### src/crc8r3_pkg.sv
package crc8r3_pkg;

    localparam logic [7:0] CRC_POLY    = 8'h07;
    localparam int         FIFO_DEPTH  = 4;
    localparam int         FIFO_PTR_W  = $clog2(FIFO_DEPTH);
    localparam int         FIFO_CNT_W  = $clog2(FIFO_DEPTH + 1);

    typedef enum logic
    {
        MODE_ENCODE = 1'b0,
        MODE_DECODE = 1'b1
    } codec_mode_t;

    typedef struct packed
    {
        logic        check_passed;
        logic        run_last;
        logic [7:0]  decoded_byte;
        logic [23:0] coded_word;
    } result_t;

    function automatic logic [7:0] crc8_update(input logic [7:0] crc, input logic [7:0] data);
        logic [7:0] c;
        c = crc ^ data;
        for (int i = 0; i < 8; i++)
        begin
            if (c[7])
            begin
                c = {c[6:0], 1'b0} ^ CRC_POLY;
            end
            else
            begin
                c = {c[6:0], 1'b0};
            end
        end
        return c;
    endfunction

    function automatic logic [23:0] triple_encode(input logic [7:0] data);
        logic [23:0] w;
        w = '0;
        for (int i = 0; i < 8; i++)
        begin
            w[3*i +: 3] = {3{data[i]}};
        end
        return w;
    endfunction

    function automatic logic [7:0] majority_decode(input logic [23:0] word);
        logic [7:0] r;
        logic [2:0] t;
        r = '0;
        for (int i = 0; i < 8; i++)
        begin
            t    = word[3*i +: 3];
            r[i] = (t[0] & t[1]) | (t[0] & t[2]) | (t[1] & t[2]);
        end
        return r;
    endfunction

endpackage

### src/crc8r3_core.sv
module crc8r3_core
    import crc8r3_pkg::*;
(
    input  codec_mode_t mode,
    input  logic [7:0]  crc,
    input  logic [7:0]  payload_byte,
    input  logic [23:0] received_word,
    input  logic        message_end,
    output result_t     first_result,
    output result_t     second_result,
    output logic [1:0]  result_count,
    output logic [7:0]  crc_next
);

    logic [7:0] enc_crc;
    logic [7:0] dec_byte;
    logic [7:0] dec_crc;

    assign enc_crc  = crc8_update(crc, payload_byte);
    assign dec_byte = majority_decode(received_word);
    assign dec_crc  = crc8_update(crc, dec_byte);

    always_comb
    begin
        first_result  = '0;
        second_result = '0;
        result_count  = 2'd1;
        crc_next      = crc;
        unique case (mode)
            MODE_ENCODE:
            begin
                first_result.coded_word = triple_encode(payload_byte);
                second_result.coded_word = triple_encode(enc_crc);
                second_result.run_last   = 1'b1;
                if (message_end)
                begin
                    result_count = 2'd2;
                    crc_next     = '0;
                end
                else
                begin
                    crc_next = enc_crc;
                end
            end
            MODE_DECODE:
            begin
                first_result.decoded_byte = dec_byte;
                first_result.run_last     = message_end;
                first_result.check_passed = message_end && (dec_crc == 8'h00);
                crc_next = message_end ? 8'h00 : dec_crc;
            end
            default:
            begin
                result_count = 2'd1;
            end
        endcase
    end

endmodule

### src/crc8r3_out_fifo.sv
module crc8r3_out_fifo
    import crc8r3_pkg::*;
(
    input  logic       clk,
    input  logic       rst_n,
    input  logic [1:0] push_count,
    input  result_t    push_first,
    input  result_t    push_second,
    output logic       room_for_two,
    output logic       out_valid,
    input  logic       out_ready,
    output result_t    out_data
);

    result_t                 mem [FIFO_DEPTH];
    logic [FIFO_PTR_W-1:0]   wr_ptr_reg;
    logic [FIFO_PTR_W-1:0]   wr_ptr_next;
    logic [FIFO_PTR_W-1:0]   rd_ptr_reg;
    logic [FIFO_PTR_W-1:0]   rd_ptr_next;
    logic [FIFO_CNT_W-1:0]   count_reg;
    logic [FIFO_CNT_W-1:0]   count_next;
    logic                    pop;

    assign pop          = out_valid && out_ready;
    assign out_valid    = (count_reg != '0);
    assign out_data     = mem[rd_ptr_reg];
    assign room_for_two = (count_reg <= FIFO_CNT_W'(FIFO_DEPTH - 2));

    always_comb
    begin
        wr_ptr_next = FIFO_PTR_W'(wr_ptr_reg + FIFO_PTR_W'(push_count));
        rd_ptr_next = FIFO_PTR_W'(rd_ptr_reg + FIFO_PTR_W'(pop));
        count_next  = FIFO_CNT_W'(count_reg + FIFO_CNT_W'(push_count) - FIFO_CNT_W'(pop));
    end

    always_ff @(posedge clk)
    begin
        if (push_count != 2'd0)
        begin
            mem[wr_ptr_reg] <= push_first;
        end
        if (push_count == 2'd2)
        begin
            mem[FIFO_PTR_W'(wr_ptr_reg + 1'b1)] <= push_second;
        end
    end

    always_ff @(posedge clk or negedge rst_n)
    begin
        if (!rst_n)
        begin
            wr_ptr_reg <= '0;
            rd_ptr_reg <= '0;
            count_reg  <= '0;
        end
        else
        begin
            wr_ptr_reg <= wr_ptr_next;
            rd_ptr_reg <= rd_ptr_next;
            count_reg  <= count_next;
        end
    end

    // no overflow
    assert property (@(posedge clk) disable iff (!rst_n)
        count_reg <= FIFO_CNT_W'(FIFO_DEPTH))
        else $error("output queue overflow");

    // pointers track the fill level
    assert property (@(posedge clk) disable iff (!rst_n)
        FIFO_PTR_W'(wr_ptr_reg - rd_ptr_reg) == FIFO_PTR_W'(count_reg))
        else $error("queue pointers out of step with count");

endmodule

### src/crc8_repetition3_codec.sv
// a request accepted into the input stage registers is written to the output queue once the queue
// has room for two results, and its first result is then shown from the queue
// throughput: one request per cycle while the output queue has room for two results; an encode request with
// tlast adds the crc codeword as a second result, and the output queue drains one result per cycle while ready
// reset: mode returns to encode, crc clears, input stage and output queue empty
module crc8_repetition3_codec
    import crc8r3_pkg::*;
(
    input  logic        clk,
    input  logic        rst_n,
    input  logic        cfg_wr_en,
    input  logic        cfg_wr_data,
    input  logic        s_axis_tvalid,
    output logic        s_axis_tready,
    input  logic [31:0] s_axis_tdata,   // payload_byte[7:0], received_word[31:8]
    input  logic        s_axis_tlast,
    output logic        m_axis_tvalid,
    input  logic        m_axis_tready,
    output logic [31:0] m_axis_tdata,   // coded_word[23:0], decoded_byte[31:24]
    output logic        m_axis_tlast,
    output logic        m_axis_tuser    // check_passed
);

    codec_mode_t  mode_reg;
    logic [7:0]   crc_reg;
    logic [7:0]   crc_next;
    logic         in_valid_reg;
    logic         in_valid_next;
    logic [7:0]   payload_reg;
    logic [23:0]  received_reg;
    logic         end_reg;
    logic         accept;
    logic         fire;
    logic         room_for_two;
    logic [1:0]   result_count;
    logic [1:0]   push_count;
    result_t      first_result;
    result_t      second_result;
    result_t      out_data;

    assign fire          = in_valid_reg && room_for_two;
    assign s_axis_tready = !in_valid_reg || fire;
    assign accept        = s_axis_tvalid && s_axis_tready;
    assign push_count    = fire ? result_count : 2'd0;
    assign in_valid_next = accept ? 1'b1 : (fire ? 1'b0 : in_valid_reg);

    crc8r3_core u_core
    (
        .mode          (mode_reg),
        .crc           (crc_reg),
        .payload_byte  (payload_reg),
        .received_word (received_reg),
        .message_end   (end_reg),
        .first_result  (first_result),
        .second_result (second_result),
        .result_count  (result_count),
        .crc_next      (crc_next)
    );

    crc8r3_out_fifo u_out_fifo
    (
        .clk          (clk),
        .rst_n        (rst_n),
        .push_count   (push_count),
        .push_first   (first_result),
        .push_second  (second_result),
        .room_for_two (room_for_two),
        .out_valid    (m_axis_tvalid),
        .out_ready    (m_axis_tready),
        .out_data     (out_data)
    );

    assign m_axis_tdata = {out_data.decoded_byte, out_data.coded_word};
    assign m_axis_tlast = out_data.run_last;
    assign m_axis_tuser = out_data.check_passed;

    always_ff @(posedge clk)
    begin
        if (accept)
        begin
            payload_reg  <= s_axis_tdata[7:0];
            received_reg <= s_axis_tdata[31:8];
            end_reg      <= s_axis_tlast;
        end
    end

    always_ff @(posedge clk or negedge rst_n)
    begin
        if (!rst_n)
        begin
            mode_reg     <= MODE_ENCODE;
            crc_reg      <= '0;
            in_valid_reg <= 1'b0;
        end
        else
        begin
            if (cfg_wr_en)
            begin
                mode_reg <= codec_mode_t'(cfg_wr_data);
            end
            if (fire)
            begin
                crc_reg <= crc_next;
            end
            in_valid_reg <= in_valid_next;
        end
    end

    // crc clears at the end of every message
    assert property (@(posedge clk) disable iff (!rst_n)
        (fire && end_reg) |=> (crc_reg == 8'h00))
        else $error("crc not cleared after message end");

    // a waiting request is never dropped while stalled
    assert property (@(posedge clk) disable iff (!rst_n)
        (in_valid_reg && !fire) |=> in_valid_reg)
        else $error("stalled request lost");

    // two results only for an encode request that ends a message
    assert property (@(posedge clk) disable iff (!rst_n)
        (push_count == 2'd2) |-> (mode_reg == MODE_ENCODE && end_reg))
        else $error("unexpected second result");

endmodule

### config.mk
export PLATFORM = sky130hd
export DESIGN_NAME = crc8_repetition3_codec
export DESIGN_NICKNAME = d
export VERILOG_FILES = /design/src/crc8r3_pkg.sv /design/src/crc8r3_core.sv /design/src/crc8r3_out_fifo.sv /design/src/crc8_repetition3_codec.sv
export SDC_FILE = /design/constraint.sdc
export NUM_CORES = 1
export LEC_CHECK = 0
export BUFFER_PORTS_ARGS = -buffer_cell sky130_fd_sc_hd__buf_4
export CAP_MARGIN = 10
export CORE_UTILIZATION = 55
export CTS_CLUSTER_DIAMETER = 150
export CTS_CLUSTER_SIZE = 10
export DETAILED_ROUTE_END_ITERATION = 10
export GPL_TIMING_DRIVEN = 0
export PLACE_DENSITY = 0.77
export SYNTH_ARGS = -nofsm -noshare
export SYNTH_HDL_FRONTEND = slang
export SYNTH_SLANG_ARGS = --single-unit
### constraint.sdc
create_clock -name clk -period 2.51 [get_ports clk]
set_input_delay 0.1255 -clock clk [delete_from_list [all_inputs] [get_ports clk]]
set_output_delay 0.1255 -clock clk [all_outputs]
set_load 0.005 [all_outputs]
# Yosys cells after proc, flatten, opt, wreduce, memory -nomap -nowiden
# Memories as Yosys holds them, arrays and structs flattened.
# Cells that the tools add are included.
totals:
  input_bits: 39
  reg_bits: 50
  ramBits: 136
  output_inout_bits: 36
  n_memories: 1
mem_list:
  columns: ["name", "depth", "width", "rd", "rd_clocked_by_memory_dff", "wr", "line", "rtl"]
  rows:
  - ["u_out_fifo.mem", 4, 34, 1, 0, 2, "crc8r3_out_fifo.sv:15", "result_t mem [FIFO_DEPTH];"]
op_classes:
  magnitude_cmp: 1
  muxes: 32
  bitwise_logic: 59
  n_reduce_logical: 10
  n_eq_ne: 1
  addsub: 5
ops:
  columns: ["cell", "count"]
  rows:
  - ["two-way mux 24 bit", 2]
  - ["two-way mux 3 bit", 16]
  - ["NOT 3 bit", 16]
  - ["bitwise AND 1 bit", 24]
  - ["two-way mux 8 bit", 2]
  - ["OR 1 bit", 16]
  - ["one-hot mux 8 bit (2 select lines)", 1]
  - ["bitwise XOR 8 bit", 2]
  - ["two-way mux 10 bit", 1]
  - ["logical NOT 8 bit", 1]
  - ["two-way mux 1 bit", 7]
  - ["two-way mux 2 bit", 3]
  - ["logical AND 1 bit", 4]
  - ["nonzero test 2 bit", 2]
  - ["adder 3 x 2 -> 3 bit", 1]
  - ["less-or-equal comparator 3 x 2 -> 1 bit (second input constant)", 1]
  - ["nonzero test 3 bit", 1]
  - ["subtractor 3 x 1 -> 3 bit", 1]
  - ["adder 2 x 1 -> 2 bit", 1]
  - ["adder 2 x 1 -> 2 bit (second input constant)", 1]
  - ["adder 2 bit", 1]
  - ["equality test 2 bit (second input constant)", 1]
  - ["logical NOT 1 bit", 1]
  - ["logical OR 1 bit", 1]
  - ["NOT 1 bit", 1]

# Logic depth before layout (Yosys ltp)
logic_depth:
  ltp_word: 23
  mapped_depth: 9
  mapped_depth_nobuf: 8

# Hierarchy
# From an unflattened synthesis, not the netlist that was laid out.
unflattened:
  hier_cells: 576
  area_unflattened_um2: 9758.1
modules_own_cells:
  columns: ["mod", "area_per_inst_um2", "cells_per_inst", "n_inst", "seq_area_each_um2"]
  rows:
  - ["crc8r3_out_fifo", 7119.3, 370, 1, 4259.1]
  - ["crc8_repetition3_codec", 1380.1, 58, 1, 1241.2]
  - ["crc8r3_core", 1258.7, 148, 1, 0.0]

# Worst setup path after synthesis
# OpenSTA, ideal clock, no wires.
synth_path:
  path_type: "reg2reg"
  start: "reg u_out_fifo.count_reg[2]"
  end: "reg u_out_fifo.count_reg[2]"
  required_time_ns: 2.387
  setup_ns: 0.123
  setup_slack_ns: 0.321
  arrival_time_ns: 2.067
  stages_incl_launch_ff: 9
  n_path_buf: 0
  cell_sequence: "dfrtp_1 -> or3_1 -> and2_1 -> ha_1 -> inv_1 -> ha_1 -> fa_1 -> xnor2_1 -> xnor2_1"
synth_rtl:
  columns: ["item", "line", "rtl"]
  rows:
  - ["from (decl)", "crc8r3_out_fifo.sv:20", "logic [FIFO_CNT_W-1:0] count_reg;"]
  - ["from (signal assigned)", "crc8r3_out_fifo.sv:60", "count_reg <= count_next;"]
  - ["nonzero test 3 bit", "crc8r3_out_fifo.sv:25", "assign out_valid = (count_reg != '0);"]
  - ["named net m_axis_tvalid", "crc8_repetition3_codec.sv:17", "output logic m_axis_tvalid,"]
  - ["logical AND 1 bit", "crc8r3_out_fifo.sv:24", "assign pop = out_valid && out_ready;"]
  - ["subtractor 3 x 1 -> 3 bit", "crc8r3_out_fifo.sv:33", "count_next = FIFO_CNT_W'(count_reg + FIFO_CNT_W'(push_count) - FIFO_CNT_W'(pop));"]
  - ["named net u_out_fifo.count_next[2]", "crc8r3_out_fifo.sv:21", "logic [FIFO_CNT_W-1:0] count_next;"]
# The timed path passes the listed nets, and every way through them passes these cells.
# A chain may end at the register's enable or synchronous reset.

==> impl_metrics.csv <==
group,metric,value,unit
critical_path,max_stage_delay,0.51,ns
placement,dp_cells,681,
power_and_ir_drop,sw_frac_of_total,35.1,%
cells_and_area,fillCellCount,639,
detailed_routing,first_pass_iters,6,
timing,setup_tns,0,ns
power_and_ir_drop,p_leak,2.88,nW
yosys,synth_cells,474,
yosys,yosysSeqAreaShare,56.2,%
critical_path,cp_max_fo,6,
yosys,yosys_warnings,0,
cells_and_area,drive_above_1_share,27.3,%
grt,grt_pass1_vias,4383,
critical_path,cp.arrival,2.81,ns
power_and_ir_drop,clkPwrFrac,24.3,%
yosys,synth_fp_nets,520,
detailed_routing,wl_per_cell,18.6,µm
floorplan,row_count,36,
detailed_routing,final_antenna_net_count,0,
power_and_ir_drop,internal-power,6.73,mW
placement,placed_cell_area,6440,µm²
yosys,ys_seq_elements,122,
outcome,status,"completed",
clock_tree,clk_pin_slew_worst_paths,0.06,ns
cells_and_area,final_cell_mix,"buf_4 (91), edfxtp_1 (69), dlygate4sd3_1 (38)",
detailed_routing,wl,13900,µm
timing,hold_viol,0,
power_and_ir_drop,p_switching,3.63,mW
clock_tree,cts_tree,"yes",
floorplan,start_util,57.8,%
timing,max_slew_margin,36.5,%
clock_tree,root_buffer,"clkbuf_8",
yosys,async_flop_share,13.9,%
grt,grt_first_pass_wirelength,22400,µm
cells_and_area,stdcell_area,7490,µm²
timing,finalSetupViolCount,0,
yosys,synth_area_leader_cell,"edfxtp_1",
yosys,yosys_most_used_dff,"edfxtp_1",
detailed_routing,avgViaCountPerCell,5.78,
floorplan,fp.dieW,104,µm
cells_and_area,area_growth_syn_to_layout,30.9,%
detailed_routing,drtIter0Drc,401,
floorplan,core_area,9910,µm²
timing,finClkSkew,0.00769,ns
power_and_ir_drop,ir_drop,0.701,mV
grt,grt_max_degree,34,
yosys,synthTopCellsByArea,"edfxtp_1 (36%), dfxtp_1 (13%), dfrtp_1 (7.4%), mux4_2 (7.1%), xnor2_1 (4.4%)",
grt,grt_use_total,27.3,%
timing,tightest_slew,0.950,ns
run,drv_cap,0,
critical_path,crit_chain,"maj3_1, xnor2_1, and4bb_2, o21ai_0, a221o_1, o21ai_2",
yosys,synth_edf_count,69,
clock_tree,cts_buffers,17,
cells_and_area,layout_commonest_cell,"buf_4",
detailed_routing,routed-via-count,4330,
floorplan,die_h,104,µm
timing,report.final.slew_viol_count,0,
timing,min_period_over_period,94.4,%
placement,port_buffers,74,
grt,grt_overflow_total,0,
critical_path,worst_setup_path_end_kind,"flip-flop",
clock_tree,cts.sinks,122,
clock_tree,cts_buffer_depth,2,
critical_path,r2r_start,"received_reg[16]$_DFFE_PP_",
min_path,holdCritPathClass,"in -> async",
power_and_ir_drop,seq_power_share,31.1,%
power_and_ir_drop,p_per_area,1380,nW/µm²
placement,dp_hpwl,9110,µm
yosys,syn_area_per_cell,12.1,µm²
critical_path,cp-startpoint,"received_reg[16]$_DFFE_PP_",
grt,antenna_found_initial,0,
clock_tree,cts.htree.levels,4,
placement,finalWeightedCongestion,0.890,
timing,rsz0062_at_grt,"no",
timing,fmax,422,MHz
clock_tree,worstSkewPairLatency,0.52,ns
critical_path,cp_data_required_time,2.96,ns
cells_and_area,final_nets,649,
critical_path,setup.worst_path.class,"reg -> reg",
yosys,netlist.area_leader.share,36.2,%
timing,period_minus_slack,2.37,ns
floorplan,die_area,10800,µm²
cells_and_area,n_antenna_cell,0,
cells_and_area,instances_no_fill,749,
floorplan,ioPinCount,75,
cells_and_area,largest_register_ffs,72,
detailed_routing,route.detailed.drc,0,
critical_path,start_kind,"flip-flop",
cells_and_area,fin_util,75.6,%
critical_path,critPathSlowestCell,"xnor2_1",
power_and_ir_drop,combPwrFrac,44.7,%
yosys,netlist_area,5720,µm²
yosys,yosysUniqueCellTypes,46,
power by group through the flow:
stage	clock, mW	sequential, mW	combinational, mW
floorplan	0	3.05	3.13
global placement	0	3.12	4.40
detailed placement	0	3.17	4.54
CTS	2.53	3.21	4.57
global route	2.62	3.28	4.99
finish	2.51	3.22	4.62
Yosys cell counts (4+ instances only):
cell type,instances
edfxtp_1,69
dfxtp_1,36
nor2_1,36
nand2_1,34
o21ai_0,33
xnor2_1,29
o22ai_1,28
clkbuf_1,25
nand3_1,23
mux4_2,18
nand2b_1,18
dfrtp_1,17
buf_4,16
a21oi_1,15
xor2_1,13
ha_1,6
inv_1,6
a21boi_0,5
maj3_2,5
o21ai_2,4
stage by stage:
| step | setup slack (ns) | total power [mW] | hold slack (ns) |
|---|---|---|---|
| final | 0.141 | 10.4 | 0.0234 |
| after CTS | 0.0112 | 10.3 | 0.00709 |
| after floorplan | 0.321 | 6.18 | -0.170 |
| after detailed placement | -0.764 | 7.70 | 0.0113 |
| after global routing | 0.0198 | 10.9 | 0.0233 |
| after global placement | -0.671 | 7.52 | 0.00720 |
critical path, delay by kind of cell (launching register included):
kind	cells	cell delay, ns
flip-flops	1	0.38
XOR/XNOR	1	0.51
adder cells (fa/ha/maj)	1	0.40
AO/OA/AOI/OAI	3	0.71
AND/OR/NAND/NOR	1	0.30
cell families after synthesis:
| family | after synthesis | synth area share, % |
|---|---|---|
| compound gates | 92 | 9.44 |
| buf+inv | 48 | 4.20 |
| xor+xnor | 48 | 8.64 |
| mux | 21 | 7.65 |
| simple gates | 128 | 10.7 |
| fa+ha+maj | 15 | 3.17 |
| flops | 122 | 56.2 |
final timing paths:
path                                                       to  slack [ns]  depth (start not counted)
max                        u_out_fifo.mem[2][33]$_SDFFE_PP0P_        0.14                          6
min                        u_out_fifo.wr_ptr_reg[0]$_DFF_PN0_        0.02                          2
max reg2reg                u_out_fifo.mem[2][33]$_SDFFE_PP0P_        0.14                          6
min reg2reg                u_out_fifo.mem[0][25]$_SDFFE_PP0P_        0.46                          2
max in group asynchronous  u_out_fifo.rd_ptr_reg[1]$_DFF_PN0_        2.26                          2
min in group clk                    received_reg[2]$_DFFE_PP_        0.33                          2
routing by layer:
metal  track usage [%]  wire length, µm  vias up  share of wire [%]
met1              33.4             5480     2081                 39
met3              7.52             1050       37                7.5
met2              45.5             6970      248                 50
met5                 0                0        -                  0
li1                  -                -     1964                  -
met4              11.6              410        0                2.9
final cells by class:
class	instances	area, µm²	share of cell area [%]
Sequential cell	122	3220	43.0
Tap cell	133	166	2.22
Timing Repair Buffer	113	943	12.6
Clock buffer	24	524	7.00
Clock inverter	8	101	1.35
Inverter	6	22.5	0.301
Multi-Input combinational cell	304	2300	30.7
Buffer	39	216	2.89
repair_timing:
item                                    in CTS  in global routing
pin swaps                                    1                  0
gates resized for setup                      8                  8
hold endpoints to repair                    53                  0
hold buffers                                38                  0
endpoints found under the setup margin      54                 31
setup buffers                                1                  0
(Power assumes the default switching activity.)
